<file path="config.mk">
export PLATFORM = sky130hd
export DESIGN_NAME = imu_sample_conditioner
export DESIGN_NICKNAME = d
export VERILOG_FILES = /design/src/hw/rtl/isc_pkg.sv /design/src/hw/rtl/isc_div.sv /design/src/hw/rtl/isc_ctrl.sv /design/src/hw/rtl/isc_datapath.sv /design/src/hw/rtl/imu_sample_conditioner.sv
export SDC_FILE = /design/constraint.sdc
export NUM_CORES = 2
export LEC_CHECK = 0
export BUFFER_PORTS_ARGS = -buffer_cell sky130_fd_sc_hd__buf_4
export CAP_MARGIN = 20
export CORE_MARGIN = 8
export CORE_UTILIZATION = 40
export DETAILED_ROUTE_END_ITERATION = 8
export PLACE_DENSITY = 0.66
export RECOVER_POWER = 50
export SLEW_MARGIN = 30
export SYNTH_ARGS = -nofsm -noshare
export SYNTH_HDL_FRONTEND = slang
export SYNTH_HIERARCHICAL = 1
export SYNTH_SLANG_ARGS = --single-unit
export TNS_END_PERCENT = 30
</file>
<file path="constraint.sdc">
create_clock -name clk -period 11.1 [get_ports clk]
set_clock_uncertainty 0.05 [all_clocks]
set_input_delay 2.22 -clock clk [delete_from_list [all_inputs] [get_ports clk]]
set_output_delay 2.22 -clock clk [all_outputs]
set_load 0.05 [all_outputs]
</file>
<file path="src/hw/rtl/isc_pkg.sv">
package isc_pkg;

  localparam int ACC_W      = 16;
  localparam int RATE_IN_W  = 16;
  localparam int RATE_OUT_W = 17;
  localparam int TEMP_IN_W  = 16;
  localparam int TEMP_W     = 16;
  localparam int ROLL_W     = 18;
  localparam int BIAS_W     = 16;
  localparam int CFG_IDX_W  = 2;
  localparam int CFG_DATA_W = 16;
  localparam int NLANE      = 3;

  localparam int WIN_LEN = 5;
  localparam int POS_W   = (WIN_LEN > 1) ? $clog2(WIN_LEN) : 1;
  localparam int CNT_W   = $clog2(WIN_LEN + 1);
  localparam int SUM_W   = ROLL_W + $clog2(WIN_LEN);

  localparam int DIV_STEP = 7;
  localparam int DIV_CYC  = (SUM_W + DIV_STEP - 1) / DIV_STEP;
  localparam int DVD_PAD  = DIV_CYC * DIV_STEP;
  localparam int DCNT_W   = (DIV_CYC > 1) ? $clog2(DIV_CYC) : 1;

  localparam int RATE_NUM = 40;
  localparam int RATE_DEN = 41;
  localparam int RATE_N_W = 21;
  localparam int RATE_K   = 21;
  localparam int RATE_M_W = 16;
  localparam int RATE_M   = (2 ** RATE_K) / RATE_DEN;
  localparam int RATE_Q_W = 16;

  localparam int TEMP_NUM = 25600;
  localparam int TEMP_DEN = 33387;
  localparam int TEMP_N_W = 30;
  localparam int TEMP_K   = 30;
  localparam int TEMP_M_W = 16;
  localparam int TEMP_M   = (2 ** TEMP_K) / TEMP_DEN;
  localparam int TEMP_Q_W = 16;
  localparam int TEMP_OFS = 5376;

  localparam int ROLL_NUM = 45;
  localparam int ROLL_SH  = 4;
  localparam int ROLL_N_W = 21;

  typedef enum logic [CFG_IDX_W-1:0] {
    REG_BIAS_X = 2'd0,
    REG_BIAS_Y = 2'd1,
    REG_BIAS_Z = 2'd2
  } isc_reg_t;

  typedef enum logic [2:0] {
    ST_IDLE,
    ST_CALC1,
    ST_CALC2,
    ST_CALC3,
    ST_DIV,
    ST_FIN
  } isc_state_t;

  typedef struct packed {
    logic load;
    logic win_upd;
    logic div_load;
    logic div_step;
    logic out_load;
  } isc_cmd_t;

  typedef struct packed {
    logic prime;
  } isc_sts_t;

endpackage

</file>
<file path="src/hw/rtl/isc_div.sv">
module isc_div (
  input  logic                                clk,
  input  logic                                load,
  input  logic                                step,
  input  logic [isc_pkg::SUM_W-1:0]           dividend,
  input  logic [isc_pkg::CNT_W-1:0]           divisor,
  input  logic                                neg,
  output logic signed [isc_pkg::ROLL_W-1:0]   quot
);
  import isc_pkg::*;

  logic [DVD_PAD-1:0] dq_r;
  logic [DVD_PAD-1:0] dq_nxt;
  logic [CNT_W-1:0]   rem_r;
  logic [CNT_W-1:0]   rem_nxt;
  logic [CNT_W-1:0]   dvs_r;
  logic               neg_r;
  logic [CNT_W:0]     rem_t;
  logic [DVD_PAD-1:0] dq_t;
  logic [ROLL_W-1:0]  qv;

  always_comb begin
    rem_t = {1'b0, rem_r};
    dq_t  = dq_r;
    for (int i = 0; i < DIV_STEP; i++) begin
      rem_t = {rem_t[CNT_W-1:0], dq_t[DVD_PAD-1]};
      dq_t  = {dq_t[DVD_PAD-2:0], 1'b0};
      if (rem_t >= {1'b0, dvs_r}) begin
        rem_t    = rem_t - {1'b0, dvs_r};
        dq_t[0]  = 1'b1;
      end
    end
    rem_nxt = rem_t[CNT_W-1:0];
    dq_nxt  = dq_t;
  end

  always_ff @(posedge clk) begin
    if (load) begin
      dq_r  <= DVD_PAD'(dividend);
      rem_r <= '0;
      dvs_r <= divisor;
      neg_r <= neg;
    end else if (step) begin
      dq_r  <= dq_nxt;
      rem_r <= rem_nxt;
    end
  end

  assign qv   = dq_r[ROLL_W-1:0];
  assign quot = neg_r ? -$signed(qv) : $signed(qv);

endmodule

</file>
<file path="src/hw/rtl/isc_ctrl.sv">
module isc_ctrl (
  input  logic                clk,
  input  logic                rst_n,
  input  logic                in_valid,
  output logic                in_stall,
  output logic                out_valid,
  input  logic                out_stall,
  input  isc_pkg::isc_sts_t   sts,
  output isc_pkg::isc_cmd_t   cmd
);
  import isc_pkg::*;

  isc_state_t        state_r;
  isc_state_t        state_nxt;
  logic [DCNT_W-1:0] cnt_r;
  logic [DCNT_W-1:0] cnt_nxt;
  logic              out_valid_r;
  logic              out_valid_nxt;

  always_ff @(posedge clk) begin
    if (!rst_n) begin
      state_r     <= ST_IDLE;
      cnt_r       <= '0;
      out_valid_r <= 1'b0;
    end else begin
      state_r     <= state_nxt;
      cnt_r       <= cnt_nxt;
      out_valid_r <= out_valid_nxt;
    end
  end

  always_comb begin
    state_nxt = state_r;
    cnt_nxt   = cnt_r;
    cmd       = '0;
    in_stall  = 1'b1;
    case (state_r)
      ST_IDLE: begin
        in_stall = 1'b0;
        if (in_valid) begin
          cmd.load  = 1'b1;
          state_nxt = ST_CALC1;
        end
      end
      ST_CALC1: begin
        state_nxt = ST_CALC2;
      end
      ST_CALC2: begin
        cmd.win_upd = 1'b1;
        state_nxt   = sts.prime ? ST_IDLE : ST_CALC3;
      end
      ST_CALC3: begin
        cmd.div_load = 1'b1;
        cnt_nxt      = '0;
        state_nxt    = ST_DIV;
      end
      ST_DIV: begin
        cmd.div_step = 1'b1;
        if (cnt_r == DCNT_W'(DIV_CYC - 1)) begin
          cnt_nxt   = '0;
          state_nxt = ST_FIN;
        end else begin
          cnt_nxt = cnt_r + 1'b1;
        end
      end
      ST_FIN: begin
        if (!out_valid_r || !out_stall) begin
          cmd.out_load = 1'b1;
          state_nxt    = ST_IDLE;
        end
      end
      default: begin
        state_nxt = ST_IDLE;
      end
    endcase
  end

  always_comb begin
    out_valid_nxt = out_valid_r;
    if (cmd.out_load) begin
      out_valid_nxt = 1'b1;
    end else if (!out_stall) begin
      out_valid_nxt = 1'b0;
    end
  end

  assign out_valid = out_valid_r;

endmodule

</file>
<file path="src/hw/rtl/isc_datapath.sv">
module isc_datapath (
  input  logic                                  clk,
  input  logic                                  rst_n,
  input  logic                                  cfg_we,
  input  logic [isc_pkg::CFG_IDX_W-1:0]         cfg_index,
  input  logic [isc_pkg::CFG_DATA_W-1:0]        cfg_wdata,
  input  logic signed [isc_pkg::ACC_W-1:0]      in_accel_x,
  input  logic signed [isc_pkg::ACC_W-1:0]      in_accel_y,
  input  logic signed [isc_pkg::ACC_W-1:0]      in_accel_z,
  input  logic signed [isc_pkg::RATE_IN_W-1:0]  in_rate_x,
  input  logic signed [isc_pkg::RATE_IN_W-1:0]  in_rate_y,
  input  logic signed [isc_pkg::RATE_IN_W-1:0]  in_rate_z,
  input  logic signed [isc_pkg::TEMP_IN_W-1:0]  in_raw_temp,
  input  logic                                  in_prime,
  input  isc_pkg::isc_cmd_t                     cmd,
  output isc_pkg::isc_sts_t                     sts,
  output logic signed [isc_pkg::ACC_W-1:0]      out_accel_x,
  output logic signed [isc_pkg::ACC_W-1:0]      out_accel_y,
  output logic signed [isc_pkg::ACC_W-1:0]      out_accel_z,
  output logic signed [isc_pkg::RATE_OUT_W-1:0] out_rate_x,
  output logic signed [isc_pkg::RATE_OUT_W-1:0] out_rate_y,
  output logic signed [isc_pkg::RATE_OUT_W-1:0] out_rate_z,
  output logic signed [isc_pkg::TEMP_W-1:0]     out_temp_c,
  output logic signed [isc_pkg::ROLL_W-1:0]     out_roll,
  output logic signed [isc_pkg::ROLL_W-1:0]     out_roll_mean
);
  import isc_pkg::*;

  localparam int RPROD_W = RATE_N_W + RATE_M_W;
  localparam int TPROD_W = TEMP_N_W + TEMP_M_W;

  // captured transaction
  logic signed [ACC_W-1:0]     ax_r, ay_r, az_r;
  logic signed [RATE_IN_W-1:0] rate_r [NLANE];
  logic signed [TEMP_IN_W-1:0] temp_r;
  logic                        prime_r;

  // configuration and window state
  logic signed [BIAS_W-1:0] bias_r [NLANE];
  logic signed [ROLL_W-1:0] win_r [WIN_LEN];
  logic [POS_W-1:0]         pos_r;
  logic [CNT_W-1:0]         fill_r;
  logic signed [SUM_W-1:0]  sum_r;

  // first stage
  logic [RATE_IN_W-1:0] rmag [NLANE];
  logic [RATE_N_W-1:0]  rn [NLANE];
  logic [RPROD_W-1:0]   rprod [NLANE];
  logic [RATE_N_W-1:0]  rn_r [NLANE];
  logic [RATE_Q_W-1:0]  rq0_r [NLANE];
  logic [TEMP_IN_W-1:0] tmag;
  logic [TEMP_N_W-1:0]  tn;
  logic [TPROD_W-1:0]   tprod;
  logic [TEMP_N_W-1:0]  tn_r;
  logic [TEMP_Q_W-1:0]  tq0_r;
  logic [ACC_W-1:0]     amag;
  logic [ROLL_N_W-1:0]  rolln;
  logic [ROLL_W-1:0]    rollmag;
  logic signed [ROLL_W-1:0] roll_r;

  // second stage
  logic [RATE_N_W-1:0] rmul [NLANE];
  logic [RATE_N_W-1:0] rrem [NLANE];
  logic [RATE_Q_W-1:0] rq_r [NLANE];
  logic [TEMP_N_W-1:0] tmul;
  logic [TEMP_N_W-1:0] trem;
  logic [TEMP_Q_W-1:0] tq_r;

  // third stage
  logic signed [RATE_OUT_W-1:0] rs [NLANE];
  logic signed [RATE_OUT_W-1:0] rate_o_r [NLANE];
  logic signed [TEMP_W:0]       ts;
  logic signed [TEMP_W-1:0]     temp_o_r;

  // divider feed
  logic [SUM_W-1:0]         sum_mag;
  logic [SUM_W-1:0]         dvd;
  logic signed [ROLL_W-1:0] mean;

  // result register
  logic signed [ACC_W-1:0]      oax_r, oay_r, oaz_r;
  logic signed [RATE_OUT_W-1:0] orate_r [NLANE];
  logic signed [TEMP_W-1:0]     otemp_r;
  logic signed [ROLL_W-1:0]     oroll_r;
  logic signed [ROLL_W-1:0]     omean_r;

  always_ff @(posedge clk) begin
    if (cmd.load) begin
      ax_r      <= in_accel_x;
      ay_r      <= in_accel_y;
      az_r      <= in_accel_z;
      rate_r[0] <= in_rate_x;
      rate_r[1] <= in_rate_y;
      rate_r[2] <= in_rate_z;
      temp_r    <= in_raw_temp;
      prime_r   <= in_prime;
    end
  end

  assign sts.prime = prime_r;

  always_comb begin
    for (int i = 0; i < NLANE; i++) begin
      rmag[i]  = rate_r[i][RATE_IN_W-1] ? (~rate_r[i] + 1'b1) : rate_r[i];
      rn[i]    = RATE_N_W'(rmag[i]) * RATE_N_W'(RATE_NUM) + RATE_N_W'(RATE_DEN / 2);
      rprod[i] = RPROD_W'(rn[i]) * RPROD_W'(RATE_M);
      rmul[i]  = RATE_N_W'(rq0_r[i]) * RATE_N_W'(RATE_DEN);
      rrem[i]  = rn_r[i] - rmul[i];
      rs[i]    = (rate_r[i][RATE_IN_W-1] ? -$signed({1'b0, rq_r[i]})
                                         : $signed({1'b0, rq_r[i]}))
                 - RATE_OUT_W'(bias_r[i]);
    end
    tmag    = temp_r[TEMP_IN_W-1] ? (~temp_r + 1'b1) : temp_r;
    tn      = TEMP_N_W'(tmag) * TEMP_N_W'(TEMP_NUM) + TEMP_N_W'(TEMP_DEN / 2);
    tprod   = TPROD_W'(tn) * TPROD_W'(TEMP_M);
    tmul    = TEMP_N_W'(tq0_r) * TEMP_N_W'(TEMP_DEN);
    trem    = tn_r - tmul;
    ts      = (temp_r[TEMP_IN_W-1] ? -$signed({1'b0, tq_r}) : $signed({1'b0, tq_r}))
              + (TEMP_W + 1)'(TEMP_OFS);
    amag    = ay_r[ACC_W-1] ? (~ay_r + 1'b1) : ay_r;
    rolln   = ROLL_N_W'(amag) * ROLL_N_W'(ROLL_NUM) + ROLL_N_W'((2 ** ROLL_SH) / 2);
    rollmag = ROLL_W'(rolln >> ROLL_SH);
    sum_mag = sum_r[SUM_W-1] ? SUM_W'(-sum_r) : SUM_W'(sum_r);
    dvd     = sum_mag + SUM_W'(fill_r >> 1);
  end

  always_ff @(posedge clk) begin
    for (int i = 0; i < NLANE; i++) begin
      rn_r[i]     <= rn[i];
      rq0_r[i]    <= rprod[i][RATE_K +: RATE_Q_W];
      rq_r[i]     <= rq0_r[i] + RATE_Q_W'(rrem[i] >= RATE_N_W'(RATE_DEN));
      rate_o_r[i] <= rs[i];
    end
    tn_r     <= tn;
    tq0_r    <= tprod[TEMP_K +: TEMP_Q_W];
    tq_r     <= tq0_r + TEMP_Q_W'(trem >= TEMP_N_W'(TEMP_DEN));
    temp_o_r <= ts[TEMP_W-1:0];
    roll_r   <= ay_r[ACC_W-1] ? -$signed(rollmag) : $signed(rollmag);
  end

  always_ff @(posedge clk) begin
    if (!rst_n) begin
      for (int i = 0; i < NLANE; i++) begin
        bias_r[i] <= '0;
      end
      for (int i = 0; i < WIN_LEN; i++) begin
        win_r[i] <= '0;
      end
      pos_r  <= '0;
      fill_r <= '0;
      sum_r  <= '0;
    end else begin
      if (cfg_we) begin
        case (isc_reg_t'(cfg_index))
          REG_BIAS_X: bias_r[0] <= cfg_wdata;
          REG_BIAS_Y: bias_r[1] <= cfg_wdata;
          REG_BIAS_Z: bias_r[2] <= cfg_wdata;
          default: begin
          end
        endcase
      end
      if (cmd.win_upd) begin
        if (prime_r) begin
          for (int i = 0; i < WIN_LEN; i++) begin
            win_r[i] <= roll_r;
          end
          sum_r  <= SUM_W'(roll_r) * SUM_W'(WIN_LEN);
          pos_r  <= '0;
          fill_r <= CNT_W'(WIN_LEN);
        end else begin
          win_r[pos_r] <= roll_r;
          sum_r        <= sum_r - SUM_W'(win_r[pos_r]) + SUM_W'(roll_r);
          pos_r        <= (pos_r == POS_W'(WIN_LEN - 1)) ? '0 : pos_r + 1'b1;
          if (fill_r != CNT_W'(WIN_LEN)) begin
            fill_r <= fill_r + 1'b1;
          end
        end
      end
    end
  end

  isc_div u_div (
    .clk      (clk),
    .load     (cmd.div_load),
    .step     (cmd.div_step),
    .dividend (dvd),
    .divisor  (fill_r),
    .neg      (sum_r[SUM_W-1]),
    .quot     (mean)
  );

  always_ff @(posedge clk) begin
    if (cmd.out_load) begin
      oax_r   <= ax_r;
      oay_r   <= ay_r;
      oaz_r   <= az_r;
      for (int i = 0; i < NLANE; i++) begin
        orate_r[i] <= rate_o_r[i];
      end
      otemp_r <= temp_o_r;
      oroll_r <= roll_r;
      omean_r <= mean;
    end
  end

  assign out_accel_x   = oax_r;
  assign out_accel_y   = oay_r;
  assign out_accel_z   = oaz_r;
  assign out_rate_x    = orate_r[0];
  assign out_rate_y    = orate_r[1];
  assign out_rate_z    = orate_r[2];
  assign out_temp_c    = otemp_r;
  assign out_roll      = oroll_r;
  assign out_roll_mean = omean_r;

endmodule

</file>
<file path="src/hw/rtl/imu_sample_conditioner.sv">
// An accepted sample runs through CALC1, CALC2, CALC3, DIV and FIN to out_valid;
// FIN waits while a stalled result holds the result register. No sample is taken till idle.
// Three arithmetic stages plus the mean divider, resolving seven quotient bits a cycle.
// A prime sample returns to idle after the window update and gives no result.
// The result register holds a finished result while the next sample is taken in.
// Reset (synchronous, rst_n low) clears the sequencer, out_valid, biases and the window.
module imu_sample_conditioner (
  input  logic                                  clk,
  input  logic                                  rst_n,
  input  logic                                  cfg_valid,
  output logic                                  cfg_ready,
  input  logic [isc_pkg::CFG_IDX_W-1:0]         cfg_index,
  input  logic [isc_pkg::CFG_DATA_W-1:0]        cfg_wdata,
  input  logic                                  in_valid,
  output logic                                  in_stall,
  input  logic signed [isc_pkg::ACC_W-1:0]      in_accel_x,
  input  logic signed [isc_pkg::ACC_W-1:0]      in_accel_y,
  input  logic signed [isc_pkg::ACC_W-1:0]      in_accel_z,
  input  logic signed [isc_pkg::RATE_IN_W-1:0]  in_rate_x,
  input  logic signed [isc_pkg::RATE_IN_W-1:0]  in_rate_y,
  input  logic signed [isc_pkg::RATE_IN_W-1:0]  in_rate_z,
  input  logic signed [isc_pkg::TEMP_IN_W-1:0]  in_raw_temp,
  input  logic                                  in_prime,
  output logic                                  out_valid,
  input  logic                                  out_stall,
  output logic signed [isc_pkg::ACC_W-1:0]      out_accel_x,
  output logic signed [isc_pkg::ACC_W-1:0]      out_accel_y,
  output logic signed [isc_pkg::ACC_W-1:0]      out_accel_z,
  output logic signed [isc_pkg::RATE_OUT_W-1:0] out_rate_x,
  output logic signed [isc_pkg::RATE_OUT_W-1:0] out_rate_y,
  output logic signed [isc_pkg::RATE_OUT_W-1:0] out_rate_z,
  output logic signed [isc_pkg::TEMP_W-1:0]     out_temp_c,
  output logic signed [isc_pkg::ROLL_W-1:0]     out_roll,
  output logic signed [isc_pkg::ROLL_W-1:0]     out_roll_mean
);
  import isc_pkg::*;

  isc_cmd_t cmd;
  isc_sts_t sts;

  assign cfg_ready = 1'b1;

  isc_ctrl u_ctrl (
    .clk       (clk),
    .rst_n     (rst_n),
    .in_valid  (in_valid),
    .in_stall  (in_stall),
    .out_valid (out_valid),
    .out_stall (out_stall),
    .sts       (sts),
    .cmd       (cmd)
  );

  isc_datapath u_datapath (
    .clk           (clk),
    .rst_n         (rst_n),
    .cfg_we        (cfg_valid & cfg_ready),
    .cfg_index     (cfg_index),
    .cfg_wdata     (cfg_wdata),
    .in_accel_x    (in_accel_x),
    .in_accel_y    (in_accel_y),
    .in_accel_z    (in_accel_z),
    .in_rate_x     (in_rate_x),
    .in_rate_y     (in_rate_y),
    .in_rate_z     (in_rate_z),
    .in_raw_temp   (in_raw_temp),
    .in_prime      (in_prime),
    .cmd           (cmd),
    .sts           (sts),
    .out_accel_x   (out_accel_x),
    .out_accel_y   (out_accel_y),
    .out_accel_z   (out_accel_z),
    .out_rate_x    (out_rate_x),
    .out_rate_y    (out_rate_y),
    .out_rate_z    (out_rate_z),
    .out_temp_c    (out_temp_c),
    .out_roll      (out_roll),
    .out_roll_mean (out_roll_mean)
  );

endmodule

</file>
==> results.md <==
- Outcome: finished with violations
- Failing checks: capacitance limit, slew limit
- Number of non-filler instances in the completed layout: 9,809
- Fmax: 94.7 MHz
- CTS tree: built
- Data arrival, critical path: 11,170 ps
- Post-Syn Instances: 6,960
- # clock sinks: ~810
- CP required: 11,710 ps
- Die height: 443 um
- Die ar.: between 150,000 and 200,000 um^2
- Pin count of the biggest net entering global routing: 91
- Startpoint Class: flip-flop
- First-pass GRT wire length: 276,000 um
- Gr ovfl total: 0
- GRT Overall Usage: 17.2%
- Core area: 182,000 um^2
- TritonCTS buffer count: 92
- Top post-synthesis cells by area: edfxtp_1, ha_1, fa_1
- H-tree Lvls: 3
- Sequential fraction of the synthesis area: about 29%
- Placed wire-length estimate: 140,000 um
- Skew-Pair Late Insertion Delay: 740 ps
- Largest fanout on the critical path: 10
- Post-synth EDFFs: 481
- Synth top cells by count: inv_1, ha_1, fa_1, edfxtp_1, xnor2_1
- Final slew viol count: 257
- Fillers: roughly 17,000
- Most used DFF post-synth: edfxtp_1
- WS Path Type: flip-flop to flip-flop
- RSZ-0062 raised after global routing: true
- Syn nets: 8,829
- DR WL/cell: 17.5 um
- Layout cells sized above 1: 9.26%
- Final WS setup: ~540 ps
- Final period utilization: 95.1%
- Final Hold Viols: 0
- DRC violation count after routing: 0
- Peak per-stage delay on the critical path: 560 ps
- Most common cell in the synthesized netlist: inv_1
- Total of max-cap violations: 5
- Synth Warn #: 6
- Post-layout nets: 9,208
- Clock-pin slew on the worst setup and hold paths: 70 ps
- Vias per cell: 5.08
- Post-synth top area cell: edfxtp_1
- Slew headroom: -157%
- Routed wire length: 171,000 um
- Worst path most repeated cell: fa_1
- Starting density of the core: 40.1%
- Clock tree buffer depth: 3
- Final core utilization: 44.8%
- Mapped Avg Cell Area: 10.5 um^2
- Number of global-route vias before repair: ~52,000
- Post-Place Cells: 9,619
- CP endpoint kind: flip-flop
- Cell area after synthesis: 73,000 um^2
- Die X: 443 um
- Area share of the largest cell type after synthesis: 19.8%
- Iter 0 DRT Violations: approximately 2,500
- Rows: 157
- Final Setup Violations: 0
- Final GP Congestion: around 0.89
- ANT nets after route: 0
- Initial antenna violation count: 9
- Synth-to-Final Area Change: 11.8%
- Netlist cell types: roughly 120
- Async SR Flop Fraction: 0%
- Root buffer cell: clkbuf_16
- FF+latch count, synth: 806
- Slowest CP cell: a311oi_1
- Via count: 49,800
- Dpl ws: 322 ps
- HP Class: flip-flop to flip-flop
- Hold slack: roughly 350 ps
- Port bufs: roughly 290
- Final min period: 10,560 ps
- Slew at the pin with the worst max-slew slack: 3850 ps
- # IOs: 290
- TritonRoute pass-1 iters: 6
## metrics by stage
stage	setup TNS, ps	cell area, um^2
final	0	81600
after CTS	0	81500
after global routing	-30.5	81600
after global placement	0	78400
after detailed placement	0	78400
after floorplan	0	73000
## kinds of logic (layout without fill, tap and decap cells)
kind of cell    count (synthesis)  count (layout)  synth area share [%]
buf+inv                      1405            1864                  7.26
xor+xnor                      618             618                  7.46
compound gates                987             987                  9.02
flops                         806             806                  28.7
simple gates                 1311            1311                  9.03
fa+ha+maj                    1733            1733                  36.5
other cells                     1               6               0.00513
mux                            99              99                  2.08
## cells in the final DEF, fill, tap and decap left out, drive strengths merged, types with 204 or more instances in the layout
cell type / n
nand2: 300
dfxtp: 325
buf: 240
clkbuf: 240
fa: 659
nor2: 278
a21oi: 233
xnor2: 455
inv: 1329
edfxtp: 481
o21ai: 231
ha: 1074
nor3: 204
## routing by layer
metal  track usage (%)  vias up  wire [um]
li1                  -    24300          -
met1              21.0    24400      72400
met2              31.0      840      86500
met3              2.12      254       6010
met4              6.15        0       6250
met5                 0        -          0
## worst max-delay path, delay by kind of cell (launching register included)
kind | cells | cell delay [ps]
AND/OR/NAND/NOR | 10 | 2440
flip-flops | 1 | 390
AO/OA/AOI/OAI | 9 | 3090
adder cells (fa/ha/maj) | 9 | 3790
buffers and inverters | 2 | 270
XOR/XNOR | 3 | 470
## flip-flops by register name, indices dropped and copies added (netlist names), 48 cells and up, named ones only
name / count
u_datapath/win_r: 144
u_datapath/rate_o_r: 51
u_datapath/bias_r: 48
u_datapath/rn_r: 54
u_datapath/rate_r: 48
u_datapath/rq_r: 48
u_datapath/rq0_r: 48
u_datapath/orate_r: 51
## what timing repair did
item / in CTS / in global routing
hold buffers: 0 / 0
gates resized for setup: 0 / 17
setup endpoints to repair: 0 / 19
setup buffers: 0 / 11
## worst paths after layout
check,startpoint,to,depth (start not counted),slack (ps)
hold reg to reg,u_datapath/tq_r[0],u_datapath/temp_o_r[0],0,350
setup / recovery,u_datapath/rate_r[0][32],u_datapath/rq0_r[0][47],33,540
setup reg to reg,u_datapath/rate_r[0][32],u_datapath/rq0_r[0][47],33,540
hold / removal,u_datapath/tq_r[0],u_datapath/temp_o_r[0],0,350
## final cells by class
class	instances	area [um^2]	share of cell area, %
antenna	5	12.5	0.0153
clock buffer	106	2420	2.96
clock inverter	68	711	0.871
inverter	1316	4940	6.06
multi-input combinational	4749	46900	57.4
sequential	806	21000	25.7
tap	2385	2980	3.66
timing repair buffer	374	2730	3.34
Power is not shown: default switching activity piles up to over one toggle a cycle in this logic, so the estimate is an artifact.
